<file path="config.mk">
export PLATFORM = sky130hd
export DESIGN_NAME = display_test_pattern_pixel
export DESIGN_NICKNAME = d
export VERILOG_FILES = /design/src/rtl/dtp_pkg.sv /design/src/rtl/display_test_pattern_pixel.sv
export SDC_FILE = /design/constraint.sdc
export NUM_CORES = 1
export LEC_CHECK = 0
export BUFFER_PORTS_ARGS = -buffer_cell sky130_fd_sc_hd__buf_4
export CELL_PAD_IN_SITES_DETAIL_PLACEMENT = 1
export CELL_PAD_IN_SITES_GLOBAL_PLACEMENT = 1
export CORE_AREA = 2 2 174 125
export DETAILED_ROUTE_END_ITERATION = 12
export DIE_AREA = 0 0 176 127
export HOLD_SLACK_MARGIN = 0.05
export PLACE_DENSITY_LB_ADDON = 0.1
export SETUP_SLACK_MARGIN = 0.05
export SKIP_LAST_GASP = 1
export SLEW_MARGIN = 20
export SYNTH_ARGS = -nofsm -noshare
export SYNTH_HDL_FRONTEND = slang
export SYNTH_SLANG_ARGS = --single-unit
</file>
<file path="constraint.sdc">
create_clock -name clk -period 15.2 [get_ports clk]
set_input_delay 3.04 -clock clk [delete_from_list [all_inputs] [get_ports clk]]
set_output_delay 3.04 -clock clk [all_outputs]
set_load 0.1 [all_outputs]
</file>
<file path="src/rtl/dtp_pkg.sv">
`default_nettype none
// ----------------------------------------------------------------------------
// dtp_pkg
// Shared constants for the display test pattern pixel generator: colors,
// pattern geometry, register indexes and reciprocal constants.
// ----------------------------------------------------------------------------
package dtp_pkg;

    localparam int unsigned COORD_W  = 11;
    localparam int unsigned MARKER_W = 12;
    localparam int unsigned PIXEL_W  = 24;
    localparam int unsigned CFG_W    = 12;
    localparam int unsigned INDEX_W  = 1;

    typedef logic [PIXEL_W-1:0] color_t;
    typedef logic [COORD_W-1:0] coord_t;

    localparam logic [INDEX_W-1:0] REG_MARKER_POSITION = 1'd0;
    localparam logic [INDEX_W-1:0] REG_OUTPUT_FORMAT   = 1'd1;

    localparam color_t COLOR_RED     = 24'hff2020;
    localparam color_t COLOR_GREEN   = 24'h20ff20;
    localparam color_t COLOR_BLUE    = 24'h2040ff;
    localparam color_t COLOR_WHITE   = 24'hffffff;
    localparam color_t COLOR_BLACK   = 24'h000000;
    localparam color_t COLOR_MAGENTA = 24'hff00ff;
    localparam color_t COLOR_CYAN    = 24'h00ffff;
    localparam color_t COLOR_YELLOW  = 24'hffff00;

    localparam coord_t BORDER_PX  = 11'd8;
    localparam coord_t GRID_LINE  = 11'd3;
    localparam coord_t CHECK_X0   = 11'd240;
    localparam coord_t CHECK_X1   = 11'd400;
    localparam coord_t CHECK_Y0   = 11'd180;
    localparam coord_t CHECK_Y1   = 11'd300;
    localparam coord_t BAR_MARGIN = 11'd32;
    localparam logic [MARKER_W-1:0] BAR_WIDTH = 12'd16;

    // reciprocal of 5 for values below 1024, quotient is product >> 14
    localparam logic [11:0] RECIP5      = 12'd3277;
    localparam int unsigned RECIP5_SH   = 14;
    // reciprocal of 15 for values below 512, quotient is product >> 16
    localparam logic [12:0] RECIP15     = 13'd4370;
    localparam int unsigned RECIP15_SH  = 16;

endpackage

`default_nettype wire

</file>
<file path="src/rtl/display_test_pattern_pixel.sv">
`default_nettype none
// path: an accepted request is held in the input register, then its result in the result register
// throughput: one pixel per cycle while pixel_stall is low, set by the input and result register pair
// a stalled result holds while one more request waits in the input register
// reset: asynchronous active-low, clears both valid flags, marker off, rgb888
// ----------------------------------------------------------------------------
// display_test_pattern_pixel
// Returns one pixel of a fixed display test pattern per coordinate request:
// quadrant colors, white border, black grid, central checkerboard and a
// movable yellow marker bar, in rgb888 or packed rgb565.
// ----------------------------------------------------------------------------
module display_test_pattern_pixel #(
    parameter int unsigned WIDTH  = 640,
    parameter int unsigned HEIGHT = 480
) (
    input  wire                          clk,
    input  wire                          rst_n,
    input  wire                          coord_valid,
    output logic                         coord_stall,
    input  wire  [dtp_pkg::COORD_W-1:0]  column,
    input  wire  [dtp_pkg::COORD_W-1:0]  row,
    output logic                         pixel_valid,
    input  wire                          pixel_stall,
    output logic [dtp_pkg::PIXEL_W-1:0]  pixel_value,
    input  wire                          write_enable,
    input  wire  [dtp_pkg::INDEX_W-1:0]  write_index,
    input  wire  [dtp_pkg::CFG_W-1:0]    write_data
);
    import dtp_pkg::*;

    localparam logic [11:0] HALF_X       = 12'(WIDTH / 2);
    localparam logic [11:0] HALF_Y       = 12'(HEIGHT / 2);
    localparam logic [11:0] BORDER_RIGHT = 12'(WIDTH - 8);
    localparam logic [11:0] BORDER_BOT   = 12'(HEIGHT - 8);
    localparam logic [11:0] BAR_BOTTOM   = 12'(HEIGHT - 32);

    logic [MARKER_W-1:0] marker_position_reg;
    logic                output_format_reg;

    logic   stage_valid_reg;
    logic   stage_valid_next;
    coord_t column_reg;
    coord_t row_reg;
    logic   pixel_valid_reg;
    logic   pixel_valid_next;
    color_t pixel_value_reg;
    color_t pixel_value_next;

    logic   advance;
    logic   accept;

    logic [18:0] prod_x80;
    logic [4:0]  quot_x80;
    coord_t      rem_x80;
    logic [21:0] prod_y60;
    logic [5:0]  quot_y60;
    coord_t      rem_y60;
    logic [21:0] prod_x10;
    logic [21:0] prod_y10;
    logic [11:0] cx;
    logic [11:0] cy;
    logic        on_border;
    logic        on_grid;
    logic        in_checker;
    logic        on_marker;
    logic [1:0]  quadrant;
    color_t      color;

    assign advance     = !pixel_valid_reg || !pixel_stall;
    assign coord_stall = stage_valid_reg && !advance;
    assign accept      = coord_valid && !coord_stall;
    assign pixel_valid = pixel_valid_reg;
    assign pixel_value = pixel_value_reg;

    // configuration registers
    always_ff @(posedge clk or negedge rst_n)
    begin
        if (!rst_n)
        begin
            marker_position_reg <= '1;
            output_format_reg   <= 1'b0;
        end
        else if (write_enable)
        begin
            unique case (write_index)
                REG_MARKER_POSITION: marker_position_reg <= write_data[MARKER_W-1:0];
                REG_OUTPUT_FORMAT:   output_format_reg   <= write_data[0];
                default:             ;
            endcase
        end
    end

    // pattern evaluation
    always_comb
    begin
        cx = {1'b0, column_reg};
        cy = {1'b0, row_reg};

        prod_x80 = {12'd0, column_reg[10:4]} * {7'd0, RECIP5};
        quot_x80 = prod_x80[RECIP5_SH +: 5];
        rem_x80  = column_reg - ({quot_x80, 6'd0} + {2'd0, quot_x80, 4'd0});

        prod_y60 = {13'd0, row_reg[10:2]} * {9'd0, RECIP15};
        quot_y60 = prod_y60[RECIP15_SH +: 6];
        rem_y60  = row_reg - ({quot_y60[4:0], 6'd0} - {3'd0, quot_y60, 2'd0});

        prod_x10 = {12'd0, column_reg[10:1]} * {10'd0, RECIP5};
        prod_y10 = {12'd0, row_reg[10:1]} * {10'd0, RECIP5};

        quadrant  = {cy >= HALF_Y, cx >= HALF_X};
        on_border = (column_reg < BORDER_PX) || (cx >= BORDER_RIGHT) ||
                    (row_reg < BORDER_PX) || (cy >= BORDER_BOT);
        on_grid   = (rem_x80 < GRID_LINE) || (rem_y60 < GRID_LINE);
        in_checker = (column_reg >= CHECK_X0) && (column_reg < CHECK_X1) &&
                     (row_reg >= CHECK_Y0) && (row_reg < CHECK_Y1);
        on_marker = !marker_position_reg[MARKER_W-1] &&
                    (cx >= marker_position_reg) &&
                    (cx < marker_position_reg + BAR_WIDTH) &&
                    (row_reg >= BAR_MARGIN) && (cy < BAR_BOTTOM);

        unique case (quadrant)
            2'd0:    color = COLOR_RED;
            2'd1:    color = COLOR_GREEN;
            2'd2:    color = COLOR_BLUE;
            default: color = COLOR_WHITE;
        endcase

        if (on_border)
        begin
            color = COLOR_WHITE;
        end
        else if (on_grid)
        begin
            color = COLOR_BLACK;
        end

        if (in_checker)
        begin
            color = (prod_x10[RECIP5_SH] ^ prod_y10[RECIP5_SH]) ? COLOR_MAGENTA
                                                                : COLOR_CYAN;
        end

        if (on_marker)
        begin
            color = COLOR_YELLOW;
        end

        if (output_format_reg)
        begin
            pixel_value_next = {8'd0, color[23:19], color[15:10], color[7:3]};
        end
        else
        begin
            pixel_value_next = color;
        end
    end

    always_comb
    begin
        if (accept)
        begin
            stage_valid_next = 1'b1;
        end
        else if (advance)
        begin
            stage_valid_next = 1'b0;
        end
        else
        begin
            stage_valid_next = stage_valid_reg;
        end
        pixel_valid_next = advance ? stage_valid_reg : pixel_valid_reg;
    end

    always_ff @(posedge clk or negedge rst_n)
    begin
        if (!rst_n)
        begin
            stage_valid_reg <= 1'b0;
            pixel_valid_reg <= 1'b0;
        end
        else
        begin
            stage_valid_reg <= stage_valid_next;
            pixel_valid_reg <= pixel_valid_next;
        end
    end

    always_ff @(posedge clk)
    begin
        if (accept)
        begin
            column_reg <= column;
            row_reg    <= row;
        end
        if (advance && stage_valid_reg)
        begin
            pixel_value_reg <= pixel_value_next;
        end
    end

endmodule

`default_nettype wire

</file>
==> results of run 1 <==
## layout make-up
cell class / instances / area, sq um
Inverter: 158 / 593.1
Clock buffer: 5 / 125.1
Tap cell: 276 / 345.3
Fill cell: 2313 / 11540
Timing Repair Buffer: 68 / 510.5
Sequential cell: 49 / 1411
Multi-Input combinational cell: 593 / 5988
Clock inverter: 3 / 23.77
## worst max path at each step
stage | startpoint | endpoint | slack (ns) | cells after the start
4_1_cts | column_reg[7]$_DFFE_PP_ | pixel_value[10]$_DFFE_PP_ | 7.37 | 28
5_1_grt | column_reg[7]$_DFFE_PP_ | pixel_value[21]$_SDFFCE_PP0P_ | 6.82 | 29
2_1_floorplan | column_reg[7]$_DFFE_PP_ | pixel_value[10]$_DFFE_PP_ | 8.23 | 28
3_5_place_dp | column_reg[7]$_DFFE_PP_ | pixel_value[10]$_DFFE_PP_ | 7.43 | 28
3_3_place_gp | column_reg[7]$_DFFE_PP_ | pixel_value[5]$_DFFE_PP_ | 7.66 | 29
6_report | column_reg[7]$_DFFE_PP_ | pixel_value[10]$_DFFE_PP_ | 7.37 | 28
## critical path, delay by kind of cell (launching register included)
family                   cells  cell delay (ns)
multiplexers                 2             0.58
adder cells (fa/ha/maj)      7             2.63
AND/OR/NAND/NOR              8             1.78
XOR/XNOR                     1             0.22
buffers and inverters        4             0.36
flip-flops                   1             0.62
AO/OA/AOI/OAI                6             1.35
## synth_stat cells (5+ instances only)
cell | instances | area (sq um)
nor2b_1 | 5 | 31.28
o21a_1 | 11 | 82.58
and2_1 | 5 | 31.28
nor3_1 | 12 | 60.06
o21ai_0 | 29 | 145.1
nand4_1 | 7 | 43.79
xnor2_1 | 28 | 245.2
a21o_1 | 10 | 75.07
nand3_1 | 13 | 65.06
inv_1 | 158 | 593.1
nand2b_1 | 10 | 62.56
ha_1 | 215 | 2690
buf_4 | 12 | 90.09
nor2_1 | 20 | 75.07
edfxtp_1 | 34 | 1021
fa_1 | 60 | 1201
a21oi_1 | 29 | 145.1
dfstp_2 | 12 | 315.3
nand2_1 | 38 | 142.6
a31oi_1 | 5 | 31.28
xor2_1 | 8 | 70.07
## through the flow
step                      cells  area (sq um)  power [mW]  worst slack [ns]
after global routing       1152          8997       1.210             6.819
after detailed placement   1144          8847      0.9718             7.427
after floorplan             816          8104      0.7652             8.227
after global placement     1144          8847      0.9348             7.664
after CTS                  1152          8996       1.098             7.369
final                      1152          8997       1.083             7.372
## kinds of logic after synthesis
kind of cell / Yosys count / share of synthesized area (%)
AO/OA/AOI/OAI: 133 / 11.27
XOR/XNOR: 37 / 4.184
adder cells (fa/ha/maj): 275 / 48.02
buffers and inverters: 174 / 8.723
flip-flops: 49 / 17.42
multiplexers: 7 / 0.9572
AND/OR/NAND/NOR: 141 / 9.433
## power breakdown
| part | internal (mW) | total, mW | leakage [nW] | switching (mW) |
|---|---|---|---|---|
| clock | 0.0624 | 0.116 | 0.0766 | 0.0534 |
| sequential | 0.159 | 0.179 | 0.460 | 0.0204 |
| combinational | 0.344 | 0.788 | 3.91 | 0.444 |
| total | 0.565 | 1.08 | 4.45 | 0.518 |
## routing by layer
layer  GRT usage [%]  vias to the layer above
met4           2.820                        0
met2           30.41                       92
li1                -                     2897
met3           1.607                        9
met5               0                        -
met1           29.49                     2888
==> metrics, run 1 <==
count of TritonRoute iterations in the first routing pass=6; total core area=0.02053 sq mm; DRT antenna net count=0; Post-CTS Resized=0; clk slew on worst S/H paths=0.07 ns; initial core utilization=39.47%; number of synthesized flops with an enable pin=34; achievable clock frequency=0.1277 GHz; RSZ-0062 raised after global routing=false; yosys synthesis warning count=0; DRC viols=0; crit share post-route=51.50%; total track usage=19.32%; largest fanout on the critical path=9; worst vdd ir=56.01 uV; Worst R2R End=pixel_value[10]$_DFFE_PP_; GPL Wtd Cong=0.8089; Port Buffers=65; FFs w/ async S/R, synth=30.61%; first-iteration detailed-routing DRC count=282; worst skew pair latency=0.30 ns; cells after synthesis=816; Hold-fix buffers, CTS=0; vias in the first global route=6562; H-tree Lvls=2; hold_sp=stage_valid_reg$_DFFE_PN0P_; Worst Tran Pin Value=0.7375 ns; met3 routed WL=577 um; CP Data Required Time=15.23 ns; Max Used Layer=met4; Die Area=0.02235 sq mm; largest net degree at the start of global routing=23; postcts setup bufs=0; Root Driver=clkbuf_16; Worst R2R Path Depth=28; Slew Limit Headroom=50.45%; Worst Hold Class=register to register; IO Pins=66; clock skew=0.009936 ns; final hold violation count=0; Hold WS=0.4845 ns; Power Density=120.4 mW/mm^2; total gr overflow=0; Detailed Place HPWL=17880 um; Worst Setup End Kind=register; Worst Path Arrival=7.86 ns; met1 WL=11300 um; FF-to-FF setup slack=7.37 ns; Die Wd=176 um; DR vias=5886; max incr delay on CP=0.62 ns; Routed WL=20770 um; DIE HEIGHT=127 um; setup violators final=0; hold endpoint=pixel_valid$_DFFE_PN0N_; antenna violations before repair=0; CTS Buf Count=5; diode count=0; routed length per instance=18.03 um; Max stage delay cell, worst path=edfxtp_1; synthesized cell area=0.008104 sq mm; WS Path Type=register to register; first-pass GRT wire length=34460 um; syn nets=1131; layout cells sized above 1=12.90%; commonest non-fill, non-tap cell in the layout=ha_1; CTS tree=yes; CTS Sinks=49; Max-Cap Viols=0; worst hold path stage count=1; Util after Layout=43.82%; TNS Setup=0 ns; vias per inst=5.109; Seq/Total Area, Yosys=17.42%; min Tclk post-route=7.828 ns; Startpoint Class=register; row count=44; post-synthesis cell type count=74; #FFs+latches synth=49; CTS Buffer Depth=2; Final Max Tran Viols=0; commonest cells after routing, fill and taps aside=ha_1 (215), inv_1 (158), buf_4 (68), fa_1 (60), nand2_1 (38); Layout Nets=1190; syn_area_per_cell=9.931 sq um; worst r2r src=column_reg[7]$_DFFE_PP_; P&R area growth vs syn=11.02%; outcome=finished clean; metal2 WL=8711 um; top_reg_cell synth=edfxtp_1; Leak=4.449 nW
Power figures use the tool's default switching activity.
==> run 2, diff against run 1 <==
--- a/config.mk
+++ b/config.mk
@@ -5,12 +5,13 @@
 export SDC_FILE = /design/constraint.sdc
 export NUM_CORES = 1
 export LEC_CHECK = 0
+export ABC_AREA = 1
 export BUFFER_PORTS_ARGS = -buffer_cell sky130_fd_sc_hd__buf_4
 export CELL_PAD_IN_SITES_DETAIL_PLACEMENT = 1
 export CELL_PAD_IN_SITES_GLOBAL_PLACEMENT = 1
-export CORE_AREA = 2 2 174 125
+export CORE_AREA = 2 2 178 127
 export DETAILED_ROUTE_END_ITERATION = 12
-export DIE_AREA = 0 0 176 127
+export DIE_AREA = 0 0 180 129
 export HOLD_SLACK_MARGIN = 0.05
 export PLACE_DENSITY_LB_ADDON = 0.1
 export SETUP_SLACK_MARGIN = 0.05
==> constraint.sdc (replaced) <==
create_clock -name clk -period 7.34 [get_ports clk]
set_input_delay 1.468 -clock clk [delete_from_list [all_inputs] [get_ports clk]]
set_output_delay 1.468 -clock clk [all_outputs]
set_load 0.1 [all_outputs]
==> metrics, run 2 <==
outcome=finished clean; P&R area growth vs syn=11.48%; number of synthesized flops with an enable pin=34 (unchanged); CTS Buffer Depth=2 (unchanged); DRC viols=0 (unchanged); commonest non-fill, non-tap cell in the layout=inv_1; Worst Hold Class=register to register; CTS Buf Count=5 (unchanged); post-synth top area share=31.69% (-1.5 points); Seq/Total Area, Yosys=16.62% (-0.79 points); CP Data Required Time=7.40 ns (-7.83 ns); met2 usage=28.40% (-2.0 points); Worst Tran Pin Value=1.080 ns (+0.3428 ns); DIE HEIGHT=129 um (+1.6%); Final Max Tran Viols=0 (unchanged); Startpoint Class=register; first-pass GRT wire length=36620 um (+6.3%); max incr delay on CP=0.61 ns (about the same); cell taking the most area after synthesis=ha_1; routed length per instance=15.78 um (-12%); #FFs+latches synth=49 (unchanged); GR peak layer=met1; vias per inst=4.810 (-5.9%); Worst R2R End=pixel_value[12]$_DFFE_PP_; fill count=2635 (+14%); total core area=0.02145 sq mm (+4.5%); count of TritonRoute iterations in the first routing pass=4 (-2); initial core utilization=39.57% (+0.11 points); top_reg_cell synth=edfxtp_1; most common cell in the netlist=inv_1; worst vdd ir=189.4 uV (+240%); Post-CTS Resized=0 (unchanged); CTS tree=yes; Max stage delay cell, worst path=edfxtp_1; Detailed Place HPWL=19080 um (+6.7%); Power Density=281.7 mW/mm^2 (+130%); vias in the first global route=6848 (+4.4%); RSZ-0062 raised after global routing=false; worst skew pair latency=0.31 ns (about the same); Hold WS=0.4805 ns (-0.003991 ns); Final Cell Area=0.009464 sq mm (+5.2%); clk slew on worst S/H paths=0.08 ns (about the same); Layout Nets=1410 (+18%); final hold violation count=0 (unchanged); Die Area=0.02322 sq mm (+3.9%); Die Wd=180 um (+2.3%); hold endpoint=pixel_valid$_DFFE_PN0N_; layout cells sized above 1=9.945% (-3.0 points); H-tree Lvls=2 (unchanged); Leak=5.213 nW (+17%); hold_sp=stage_valid_reg$_DFFE_PN0P_; min Tclk post-route=6.681 ns (-1.147 ns); diode count=0 (unchanged); WS Path Type=register to register; DR vias=6628 (+13%); CP bufs+invs=3 (-1); Max-Cap Viols=0 (unchanged); CTS Sinks=49 (unchanged); cells after synthesis=1026 (+26%); total gr overflow=0 (unchanged); Worst R2R Path Depth=33 (+18%); achievable clock frequency=0.1497 GHz (+17%); first-iteration detailed-routing DRC count=268 (-5.0%); post-synthesis cell type count=43 (-42%); syn nets=1341 (+19%); placed insts=1363 (+19%); antenna violations before repair=0 (unchanged); synthesized cell area=0.008489 sq mm (+4.8%); Finished Layout Cells=1378 (+20%); GR Util met3=2.661% (+1.1 points); DRT antenna net count=0 (unchanged); commonest cells after routing, fill and taps aside=inv_1 (220), ha_1 (215), nand2_1 (198), buf_4 (77), fa_1 (60); Slew Limit Headroom=27.90% (-23 points); Area after DPL=0.009259 sq mm (+4.7%); GPL Wtd Cong=0.8211 (+1.5%); row count=45 (+2.3%); worst r2r src=column_reg[6]$_DFFE_PP_; total track usage=19.93% (+0.61 points); IO Pins=66 (unchanged); main area contributors after synthesis=ha_1 (32%), fa_1 (14%), edfxtp_1 (12%), inv_1 (9.7%), nand2_1 (8.8%); setup violators final=0 (unchanged); Routed WL=21740 um (+4.7%); Worst Path Arrival=6.74 ns (-1.12 ns); clock skew=0.01177 ns (+0.001835 ns); crit share post-route=91.02% (+40 points); FF-to-FF setup slack=0.66 ns (-6.71 ns); Port Buffers=65 (unchanged); Worst Setup End Kind=register; yosys synthesis warning count=0 (unchanged); CP most frequent cell=nand2_1; FFs w/ async S/R, synth=30.61% (unchanged); syn_area_per_cell=8.274 sq um (-17%); worst hold path stage count=2 (+1); Root Driver=clkbuf_16; largest fanout on the critical path=9 (unchanged); TNS Setup=0 ns (unchanged); routing usage on met1=32.21% (+2.7 points); Synth top cells by count=inv_1 (220), ha_1 (215), nand2_1 (198), fa_1 (60), nor2_1 (57); largest net degree at the start of global routing=25 (+8.7%); CP delay by family, top=adder cells
==> run 2: cell count changes after synthesis, moves of 5 or more <==
cell / previous run / this run
nand4_1: 7 / 18
a21o_1: 10 / 1
nand2_1: 38 / 198
xor2_1: 8 / 18
o21a_1: 11 / 1
xnor2_1: 28 / 11
nand3_1: 13 / 47
nand2b_1: 10 / 0
o21ai_0: 29 / 14
inv_1: 158 / 220
a21oi_1: 29 / 48
nor2_1: 20 / 57
nor2b_1: 5 / 0
==> run 2: cell families (layout without fill, tap and decap cells) <==
family                     count (synthesis)  count (layout)  synth area share, %
DFF                                       49              49                16.62
xor gates and xnor gates                  29              29                2.992
buffers and inverters                    236             306                11.05
and+or+nand+nor                          351             351                17.79
adders and majority gates                275             275                45.84
AOI/OAI and AO/OA                         86              86                5.704
==> run 2: cell type report <==
cell class	instances	area, sq um	share of cell area, %
clock buffers	5	125.1	1.322
clock inverters	3	23.77	0.2512
inverters	221	829.5	8.765
multi-input cells	741	6143	64.91
flip-flops and latches	49	1411	14.91
well taps	282	352.8	3.728
repair buffers	77	578.1	6.108
==> run 2: per-stage QoR <==
step           setup slack, ns  total power, mW  utilization, %
6_report                0.6594            2.666           44.12
5_1_grt                0.06962            3.029           44.12
4_1_cts                 0.5487            2.696           43.86
3_5_place_dp            0.5884            2.432           43.16
3_3_place_gp            0.7784            2.385           43.16
2_1_floorplan            1.358            1.922               -
==> run 2: how the worst max path moves through the flow <==
stage / startpoint / to / cells after the start
3_3_place_gp: column_reg[7]$_DFFE_PP_ / pixel_value[12]$_DFFE_PP_ / 37
3_5_place_dp: column_reg[7]$_DFFE_PP_ / pixel_value[12]$_DFFE_PP_ / 39
6_report: column_reg[6]$_DFFE_PP_ / pixel_value[12]$_DFFE_PP_ / 33
2_1_floorplan: column_reg[8]$_DFFE_PP_ / pixel_value[12]$_DFFE_PP_ / 34
4_1_cts: column_reg[7]$_DFFE_PP_ / pixel_value[12]$_DFFE_PP_ / 37
5_1_grt: column_reg[6]$_DFFE_PP_ / pixel_value[12]$_DFFE_PP_ / 35
==> run 2: per-layer routing <==
metal  up-vias  share of wire (%)
met5         -                  0
met4         0               0.59
met3        10                4.3
met2       101                 38
met1      3100                 57
li1       3417                  -
==> run 2: timing repair <==
action                     in CTS  in global routing
hold buffers                    0                  0
setup endpoints to repair       0                  4
buffers inserted                0                  7
==> run 2: worst min-delay path, delay by kind of cell (launching register included) <==
family / cells / cell delay [ns]
buf+inv: 1 / 0.06
flops: 1 / 0.32
simple gates: 1 / 0.06
==> run 2: report_power, final <==
| part | internal (mW) | switching (mW) |
|---|---|---|
| logic | 0.785 | 1.26 |
| clock network | 0.129 | 0.119 |
| registers | 0.335 | 0.0346 |
| total | 1.25 | 1.42 |
